<file path="src/rtl/nim_pkg.sv">
// Types and GF(2) helper functions for the 64-bit nimber multiplier pipeline.
`default_nettype none

package nim_pkg;

  localparam int unsigned OperandWidth = 64;

  // Operand pieces after each halving step: three pieces per split.
  typedef logic [2:0][31:0]  piece32_t;
  typedef logic [8:0][15:0]  piece16_t;
  typedef logic [26:0][7:0]  piece8_t;

  // Multiplication by the Fermat element 2^(N-1) inside the N-bit field.
  // It is linear over GF(2), so each function is a fixed XOR network.
  function automatic logic [1:0] mulc2(input logic [1:0] x);
    return {x[1] ^ x[0], x[1]};
  endfunction

  function automatic logic [3:0] mulc4(input logic [3:0] x);
    return {mulc2(x[3:2] ^ x[1:0]), mulc2(mulc2(x[3:2]))};
  endfunction

  function automatic logic [7:0] mulc8(input logic [7:0] x);
    return {mulc4(x[7:4] ^ x[3:0]), mulc4(mulc4(x[7:4]))};
  endfunction

  function automatic logic [15:0] mulc16(input logic [15:0] x);
    return {mulc8(x[15:8] ^ x[7:0]), mulc8(mulc8(x[15:8]))};
  endfunction

  // Full nimber products for the narrow widths.
  function automatic logic [1:0] nim2(input logic [1:0] a, input logic [1:0] b);
    logic hh;
    logic ll;
    logic mm;
    hh = a[1] & b[1];
    ll = a[0] & b[0];
    mm = (a[1] ^ a[0]) & (b[1] ^ b[0]);
    return {ll ^ mm, hh ^ ll};
  endfunction

  function automatic logic [3:0] nim4(input logic [3:0] a, input logic [3:0] b);
    logic [1:0] hh;
    logic [1:0] ll;
    logic [1:0] mm;
    hh = nim2(a[3:2], b[3:2]);
    ll = nim2(a[1:0], b[1:0]);
    mm = nim2(a[3:2] ^ a[1:0], b[3:2] ^ b[1:0]);
    return {ll ^ mm, mulc2(hh) ^ ll};
  endfunction

  function automatic logic [7:0] nim8(input logic [7:0] a, input logic [7:0] b);
    logic [3:0] hh;
    logic [3:0] ll;
    logic [3:0] mm;
    hh = nim4(a[7:4], b[7:4]);
    ll = nim4(a[3:0], b[3:0]);
    mm = nim4(a[7:4] ^ a[3:0], b[7:4] ^ b[3:0]);
    return {ll ^ mm, mulc4(hh) ^ ll};
  endfunction

  // Recombination of the high, low and cross half products into one product.
  function automatic logic [15:0] join16(input logic [7:0] hh, input logic [7:0] ll,
                                         input logic [7:0] mm);
    return {ll ^ mm, mulc8(hh) ^ ll};
  endfunction

  function automatic logic [31:0] join32(input logic [15:0] hh, input logic [15:0] ll,
                                         input logic [15:0] mm);
    return {ll ^ mm, mulc16(hh) ^ ll};
  endfunction

  function automatic logic [63:0] join64(input logic [31:0] hh, input logic [31:0] ll,
                                         input logic [31:0] mm);
    logic [31:0] hc;
    hc = {mulc16(hh[31:16] ^ hh[15:0]), mulc16(mulc16(hh[31:16]))};
    return {ll ^ mm, hc ^ ll};
  endfunction

endpackage

`default_nettype wire

</file>
<file path="src/rtl/nimber_multiplier_64.sv">
// Top level of the five-stage pipelined 64-bit nimber multiplier.
//
// The block multiplies two 64-bit values in Conway's nimber field GF(2^64).
// Input beats arrive on the s_ channel: s_tdata carries left_operand in bits
// 63:0 and right_operand in bits 127:64. Each accepted beat gives exactly one
// result beat on the m_ channel, with the product in m_tdata, in input order.
//
// Throughput is one product per cycle unless m_tready stalls the output;
// every stage is a register, and the depth of the product unit sets the stage
// count: one stage splits the operands into 27 byte pairs, one forms the 27
// byte products, and three stages fold them back through 16, 32 and 64 bits.
//
// Each stage holds a valid bit. A stage loads whenever it is empty or its
// successor is loading, so bubbles close up and a stall of m_tready holds
// every full stage in place: nothing is lost or repeated. s_tready falls only
// when all five stages are full and the output is stalled.
//
// Synchronous reset empties the pipeline; the data registers are not reset.
`default_nettype none

module nimber_multiplier_64 import nim_pkg::*; (
  input  wire logic                        clk,
  input  wire logic                        rst,
  input  wire logic                        s_tvalid,
  output      logic                        s_tready,
  input  wire logic [2*OperandWidth-1:0]   s_tdata,  // left_operand, right_operand
  output      logic                        m_tvalid,
  input  wire logic                        m_tready,
  output      logic [OperandWidth-1:0]     m_tdata   // nim_result
);

  // Valid bits for the five stages.
  logic [4:0] valid;
  logic [4:0] load;

  // Stage payloads.
  piece8_t             a8;
  piece8_t             b8;
  piece8_t             p8;
  piece16_t            p16;
  piece32_t            p32;
  logic [63:0]         product;

  // Combinational operand splitting and stage results.
  piece32_t  a32_next;
  piece32_t  b32_next;
  piece16_t  a16_next;
  piece16_t  b16_next;
  piece8_t   a8_next;
  piece8_t   b8_next;
  piece8_t   p8_next;
  piece16_t  p16_next;
  piece32_t  p32_next;
  logic [63:0] product_next;

  // A stage loads when it is empty or its successor is taking its contents.
  always_comb begin
    load[4] = !valid[4] || m_tready;
    load[3] = !valid[3] || load[4];
    load[2] = !valid[2] || load[3];
    load[1] = !valid[1] || load[2];
    load[0] = !valid[0] || load[1];
  end

  assign s_tready = load[0];
  assign m_tvalid = valid[4];
  assign m_tdata  = product;

  // Each split gives the high half, the low half and their XOR, in that order.
  always_comb begin
    a32_next[0] = s_tdata[63:32];
    a32_next[1] = s_tdata[31:0];
    a32_next[2] = s_tdata[63:32] ^ s_tdata[31:0];
    b32_next[0] = s_tdata[127:96];
    b32_next[1] = s_tdata[95:64];
    b32_next[2] = s_tdata[127:96] ^ s_tdata[95:64];
    for (int i = 0; i < 3; i++) begin
      a16_next[3*i]   = a32_next[i][31:16];
      a16_next[3*i+1] = a32_next[i][15:0];
      a16_next[3*i+2] = a32_next[i][31:16] ^ a32_next[i][15:0];
      b16_next[3*i]   = b32_next[i][31:16];
      b16_next[3*i+1] = b32_next[i][15:0];
      b16_next[3*i+2] = b32_next[i][31:16] ^ b32_next[i][15:0];
    end
    for (int i = 0; i < 9; i++) begin
      a8_next[3*i]   = a16_next[i][15:8];
      a8_next[3*i+1] = a16_next[i][7:0];
      a8_next[3*i+2] = a16_next[i][15:8] ^ a16_next[i][7:0];
      b8_next[3*i]   = b16_next[i][15:8];
      b8_next[3*i+1] = b16_next[i][7:0];
      b8_next[3*i+2] = b16_next[i][15:8] ^ b16_next[i][7:0];
    end
  end

  // Byte products, then three folding steps back up to the full width.
  always_comb begin
    for (int k = 0; k < 27; k++) begin
      p8_next[k] = nim8(a8[k], b8[k]);
    end
    for (int m = 0; m < 9; m++) begin
      p16_next[m] = join16(p8[3*m], p8[3*m+1], p8[3*m+2]);
    end
    for (int n = 0; n < 3; n++) begin
      p32_next[n] = join32(p16[3*n], p16[3*n+1], p16[3*n+2]);
    end
    product_next = join64(p32[0], p32[1], p32[2]);
  end

  always_ff @(posedge clk) begin
    if (rst) begin
      valid <= '0;
    end else begin
      if (load[0]) begin
        valid[0] <= s_tvalid;
      end
      for (int s = 1; s < 5; s++) begin
        if (load[s]) begin
          valid[s] <= valid[s-1];
        end
      end
    end
  end

  always_ff @(posedge clk) begin
    if (load[0]) begin
      a8 <= a8_next;
      b8 <= b8_next;
    end
    if (load[1]) begin
      p8 <= p8_next;
    end
    if (load[2]) begin
      p16 <= p16_next;
    end
    if (load[3]) begin
      p32 <= p32_next;
    end
    if (load[4]) begin
      product <= product_next;
    end
  end

endmodule

`default_nettype wire

</file>
<file path="config.mk">
export PLATFORM = sky130hd
export DESIGN_NAME = nimber_multiplier_64
export DESIGN_NICKNAME = d
export VERILOG_FILES = /design/src/rtl/nim_pkg.sv /design/src/rtl/nimber_multiplier_64.sv
export SDC_FILE = /design/constraint.sdc
export NUM_CORES = 2
export LEC_CHECK = 0
export BUFFER_PORTS_ARGS = -buffer_cell sky130_fd_sc_hd__buf_2
export CAP_MARGIN = 20
export CELL_PAD_IN_SITES_DETAIL_PLACEMENT = 0
export CELL_PAD_IN_SITES_GLOBAL_PLACEMENT = 1
export CORE_MARGIN = 5
export CORE_UTILIZATION = 50
export CTS_BUF_LIST = sky130_fd_sc_hd__clkbuf_8
export DETAILED_ROUTE_END_ITERATION = 10
export PLACE_DENSITY_LB_ADDON = 0.1
export SKIP_LAST_GASP = 1
export SYNTH_ARGS = -nofsm -noshare
export SYNTH_HDL_FRONTEND = slang
export SYNTH_SLANG_ARGS = --single-unit
</file>
<file path="constraint.sdc">
create_clock -name clk -period 17 [get_ports clk]
set_input_delay 0.85 -clock clk [delete_from_list [all_inputs] [get_ports clk]]
set_output_delay 0.85 -clock clk [all_outputs]
set_load 0.02 [all_outputs]
</file>
== Word-level counts from Yosys, hierarchy flattened ==
Cells that the tools add are included.

* Bitwise operators: 2,732
* Reductions and logical operators: 10

{| class="wikitable"
|+ Operators by type and width
! cell !! number
|-
| $xor A1 B1 Y1 || 1,377
|-
| $xor A2 B2 Y2 || 432
|-
| $and A1 B1 Y1 || 729
|-
| $xor A4 B4 Y4 || 135
|-
| $xor A8 B8 Y8 || 42
|-
| $xor A16 B16 Y16 || 13
|-
| $xor A32 B32 Y32 || 4
|-
| $logic_not A1 Y1 || 5
|-
| $logic_or A1 B1 Y1 || 5
|}

* Register bits after elaboration: 957
* Word-level logic and storage cells: 2,841
* Output and inout port bits: 66

== Depth between registers and ports, before layout ==
* Word-level depth: 13
* Depth in mapped cells: 7
* Gate-level depth less buffers: 6

== Worst setup path after synthesis ==
OpenSTA, ideal clock, no wires.

* Kind: input -> register
* Start: in m_tready
* End: reg a8[0] (netlist bit), enable pin
* Arrival time: 10.990 ns
* Cell stages on the path: 3
* Required time: 12.736 ns
* Library setup time: 4.264 ns
* Path slack: 1.746 ns
* Cell sequence: nor2b_1 -> and3_1 -> nand3_1

* Word-level cells in the longest chain between the ends: 5

{| class="wikitable"
|+ Ends and longest elaborated chain
! item !! RTL line !! text
|-
| from (decl) || nimber_multiplier_64.sv:28 || <nowiki>input wire logic m_tready,</nowiki>
|-
| $logic_or A1 B1 Y1 || nimber_multiplier_64.sv:58 || <nowiki>load[4] = !valid[4] || m_tready;</nowiki>
|-
| $logic_or A1 B1 Y1 || nimber_multiplier_64.sv:59 || <nowiki>load[3] = !valid[3] || load[4];</nowiki>
|-
| $logic_or A1 B1 Y1 || nimber_multiplier_64.sv:60 || <nowiki>load[2] = !valid[2] || load[3];</nowiki>
|-
| $logic_or A1 B1 Y1 || nimber_multiplier_64.sv:61 || <nowiki>load[1] = !valid[1] || load[2];</nowiki>
|-
| $logic_or A1 B1 Y1 || nimber_multiplier_64.sv:62 || <nowiki>load[0] = !valid[0] || load[1];</nowiki>
|-
| net s_tready || nimber_multiplier_64.sv:25 || <nowiki>output logic s_tready,</nowiki>
|-
| to (signal assigned) || nimber_multiplier_64.sv:126 || <nowiki>a8 <= a8_next;</nowiki>
|-
| to (decl) || nimber_multiplier_64.sv:37 || <nowiki>piece8_t a8;</nowiki>
|}

The timed path passes the listed nets, and every way through them passes these cells.
A chain may end at the register's enable or synchronous reset.

== Worst setup path after layout ==
* Start: reg valid[4]
* End: reg a8[109] (netlist bit), enable pin

* Word-level cells in the longest chain between the ends: 6

{| class="wikitable"
|+ Ends and longest elaborated chain
! item !! RTL line !! text
|-
| from (decl) || nimber_multiplier_64.sv:33 || <nowiki>logic [4:0] valid;</nowiki>
|-
| from (signal, indexed assignment) || nimber_multiplier_64.sv:118 || <nowiki>valid[s] <= valid[s-1];</nowiki>
|-
| $logic_not A1 Y1 || nimber_multiplier_64.sv:58 ||
|-
| $logic_or A1 B1 Y1 || nimber_multiplier_64.sv:58 ||
|-
| $logic_or A1 B1 Y1 || nimber_multiplier_64.sv:59 ||
|-
| $logic_or A1 B1 Y1 || nimber_multiplier_64.sv:60 ||
|-
| $logic_or A1 B1 Y1 || nimber_multiplier_64.sv:61 ||
|-
| $logic_or A1 B1 Y1 || nimber_multiplier_64.sv:62 ||
|}

No other way between the ends.

==> Implementation_results.wiki <==
{| class="wikitable"
! Metric !! Value
|-
| Run status || complete, no violations
|-
| Worst setup startpoint || valid[4]
|-
| GRT Residual Overflow || 0
|-
| Post-Route Hold Slack || 239.5 ps
|-
| Syn nets || 5591
|-
| DRT iter0 DRCs || 3281
|-
| Seq/Total Area, Yosys || 0.4594
|-
| Filler Cells Inserted || 10788
|-
| Synth Flop Type || sky130_fd_sc_hd__edfxtp_1
|-
| First-pass GRT wire length || 250000 um
|-
| Residual DRC || 0
|-
| Root buffer selected by CTS || sky130_fd_sc_hd__clkbuf_8
|-
| # clock sinks || 957
|-
| Clock tree from TritonCTS || yes
|-
| Router iterations before antenna repair || 5
|-
| Reported leakage power || 24.10 nW
|-
| Maximum clock skew at final layout || 40.13 ps
|-
| Cell depth of the worst flop-to-flop path || 7
|-
| Total of flip-flops plus latches after synthesis || 957
|-
| Power density normalized to cell area || 226.9 nW/um^2
|-
| Mapped cell area || 62440 um^2
|-
| Area grow syn2layout || 8.303%
|-
| Endpoint of the worst hold path || valid[2]
|-
| Vias after detailed routing || 38977
|-
| Initial core utilization || 0.5037
|-
| Cell type with the highest aggregate area in the netlist || sky130_fd_sc_hd__edfxtp_1
|-
| Antenna violations before repair || 20
|-
| Critical path class || flip-flop to flip-flop
|-
| Port Buf Inserts || 197
|-
| Post-cts repair resize count || 0
|-
| Post-Route WL || 174700 um
|-
| Startpoint Class || flip-flop
|-
| Die ar. || 132100 um^2
|-
| Commonest non-fill, non-tap cells in the layout || sky130_fd_sc_hd__xnor2_1 (1549), sky130_fd_sc_hd__edfxtp_1 (952), sky130_fd_sc_hd__xor2_1 (815)
|-
| Standard cell core area || 124000 um^2
|-
| Ports placed on the boundary || 198
|-
| Crit. End Element || flip-flop
|-
| Total CTS buffers || 165
|-
| Final Slew Violations || 0
|-
| GR Layer Usage met3 || 0.04131
|-
| Cts hold-fix bufs || 0
|-
| Worst Hold Launch || rst
|-
| Final Wtd Congestion || 0.9230
|-
| Final cell area excluding filler cells || 67630 um^2
|-
| Antenna violation net count after detailed routing || 0
|-
| Crit path max fanout || 81
|-
| Met2 Track Usage GR || 0.3873
|-
| Crit path arrival time || 5550 ps
|-
| Cell row count || 129
|-
| Layer carrying the most global-route usage || met1
|-
| Unrepaired setup endpoints after global routing || no
|-
| Post-CTS clock slew at the launch and capture registers of the worst setup and hold paths || 60 ps
|-
| Maximum achievable frequency || 196.3 MHz
|-
| Final net count || 5638
|-
| WL/cell || 23.98 um
|-
| Most frequent standard cell in the layout excluding fill and tap cells || sky130_fd_sc_hd__xnor2_1
|-
| Synth warnings || 0
|-
| Slew HR || 0.2743
|-
| Post-layout minimum cycle time || 5094 ps
|-
| Setup fix buffers added after clock tree synthesis || 0
|-
| Worst hold-check path type || input pin to flip-flop
|-
| Share of final-layout standard cells stronger than drive strength 1 || 0.1189
|-
| TNS Setup || 0 ps
|-
| CTS HTree Levels || 4
|-
| Total setup violations reported at the end of the flow || 0
|-
| Largest buffer count on any clock path || 3
|-
| Endpoint of the worst register-to-register path || a8[109]
|-
| Main area contributors after synthesis || sky130_fd_sc_hd__edfxtp_1 (46%), sky130_fd_sc_hd__xnor2_1 (22%), sky130_fd_sc_hd__xor2_1 (11%), sky130_fd_sc_hd__mux2_2 (3.9%), sky130_fd_sc_hd__nor2_1 (2.4%)
|-
| Max-Cap Viols || 0
|-
| Gate count of the mapped netlist || 5459
|-
| Die boundary height || 363.4 um
|-
| Per-cell via count in the routed design || 5.350
|-
| Share of async-settable or async-resettable flops after synthesis || 0
|-
| Instance area at placement || 64300 um^2
|-
| Vias in the first global route || 36890
|-
| Final-report hold violation count || 0
|-
| Die width || 363.4 um
|-
| Synthesized area divided by synthesized cell count || 11.44 um^2
|-
| Maximum number of pins on one net before global-route repair || 95
|-
| Global-route track usage on met1 || 0.3877
|-
| Source-to-sink clock delay at the later pin of the worst-skew pair || 860 ps
|-
| Number of distinct library cells after synthesis || 49
|-
| Cell depth of the worst min-delay path || 2
|-
| Peak supply drop || 0.1444 mV
|-
| CP required || 17450 ps
|-
| Worst Max-Slew Pin Slew || 1089 ps
|-
| Detailed placement HPWL || 139600 um
|-
| GRT Overall Usage || 0.2609
|-
| Final clock period utilization by the worst path || 0.2996
|-
| Share of the synthesized area in the top cell type || 0.4578
|-
| Worst-case register-to-register setup slack || 11910 ps
|-
| Number of synthesized flops with an enable pin || 952
|-
| FF-to-FF Start || valid[4]
|}
[per-stage QoR]
stage / power (mW) / cells / utilization / setup WS (ps)
floorplan: 10.83 / 5459 / - / 1746
global route: 16.14 / 7281 / 0.5455 / 11610
CTS: 15.38 / 7280 / 0.5455 / 11880
finish: 15.34 / 7285 / 0.5456 / 11910
detailed placement: 13.25 / 6976 / 0.5188 / 11360
global placement: 13.13 / 6976 / 0.5188 / 11450
[sequential cells by signal, indices dropped and copies added (netlist names)]
register and flops:
p32 96, valid 5, p16 144, a8 216
b8 216, p8 216, m_tdata 64
[power breakdown]
group	leakage, nW	internal (mW)	total [mW]	switching [mW]
sequential	10.1	4.25	5.15	0.896
clock	1.84	1.14	2.11	0.972
combinational	12.1	3.61	8.08	4.47
[critical path: stages (launching register included)]
cell and delay [ps]:
sky130_fd_sc_hd__dfxtp_1 300, sky130_fd_sc_hd__nor2b_1 190, sky130_fd_sc_hd__and3_1 340, sky130_fd_sc_hd__nand3_4 270
sky130_fd_sc_hd__buf_4 700, sky130_fd_sc_hd__buf_4 930, sky130_fd_sc_hd__buf_4 850, sky130_fd_sc_hd__buf_4 910
[cell families after synthesis]
logic type / Yosys count / share of synthesized area
simple gates: 919 / 0.06939
flops: 957 / 0.4594
mux: 326 / 0.05657
buf+inv: 405 / 0.02533
compound gates: 466 / 0.05043
xor+xnor: 2386 / 0.3389
[worst max path at each step]
stage / slack [ps] / endpoint
2_1_floorplan: 1750 / a8[0]
3_3_place_gp: 11450 / a8[106]
3_5_place_dp: 11360 / a8[106]
4_1_cts: 11880 / a8[118]
6_report: 11910 / a8[109]
5_1_grt: 11610 / a8[109]
[cell type report]
type                            instances  area [um^2]  share of cell area
Tap cell                             1637         2048             0.03029
Multi-Input combinational cell       4097        32200              0.4762
Antenna cell                            5        12.51           0.0001850
Sequential cell                       957        28690              0.4242
Timing Repair Buffer                  209         1076             0.01591
Inverter                               76        290.3            0.004292
Clock inverter                        136        999.7             0.01478
Clock buffer                          168         2312             0.03419
[per-layer routing]
layer | vias to the layer above | wire length [um]
met5 | - | 13
met1 | 18781 | 81670
met4 | 2 | 6822
met2 | 1265 | 74320
li1 | 18638 | -
met3 | 291 | 11850
[synth_stat cells (5+ instances only)]
cell / number
sky130_fd_sc_hd__a21oi_1: 107
sky130_fd_sc_hd__mux2i_1: 111
sky130_fd_sc_hd__o21a_1: 11
sky130_fd_sc_hd__o21ai_0: 82
sky130_fd_sc_hd__nor2_1: 395
sky130_fd_sc_hd__xnor2_2: 6
sky130_fd_sc_hd__xnor2_1: 1549
sky130_fd_sc_hd__a31oi_1: 5
sky130_fd_sc_hd__xor3_1: 5
sky130_fd_sc_hd__and2_1: 6
sky130_fd_sc_hd__nand2b_1: 87
sky130_fd_sc_hd__nand2_1: 172
sky130_fd_sc_hd__buf_2: 41
sky130_fd_sc_hd__nand3_1: 9
sky130_fd_sc_hd__or3b_2: 10
sky130_fd_sc_hd__nand3b_1: 10
sky130_fd_sc_hd__or3_1: 6
sky130_fd_sc_hd__edfxtp_1: 952
sky130_fd_sc_hd__nor3_1: 84
sky130_fd_sc_hd__o211ai_1: 39
sky130_fd_sc_hd__nor2b_1: 95
sky130_fd_sc_hd__nor3b_1: 31
sky130_fd_sc_hd__a32oi_1: 79
sky130_fd_sc_hd__xor2_1: 815
sky130_fd_sc_hd__a211oi_1: 35
sky130_fd_sc_hd__dfxtp_1: 5
sky130_fd_sc_hd__clkbuf_1: 283
sky130_fd_sc_hd__a311oi_1: 10
sky130_fd_sc_hd__inv_1: 76
sky130_fd_sc_hd__and4b_1: 8
sky130_fd_sc_hd__xnor3_1: 6
sky130_fd_sc_hd__mux2_2: 215
sky130_fd_sc_hd__a22oi_1: 81
No activity file was read; power rests on OpenSTA's default activity.
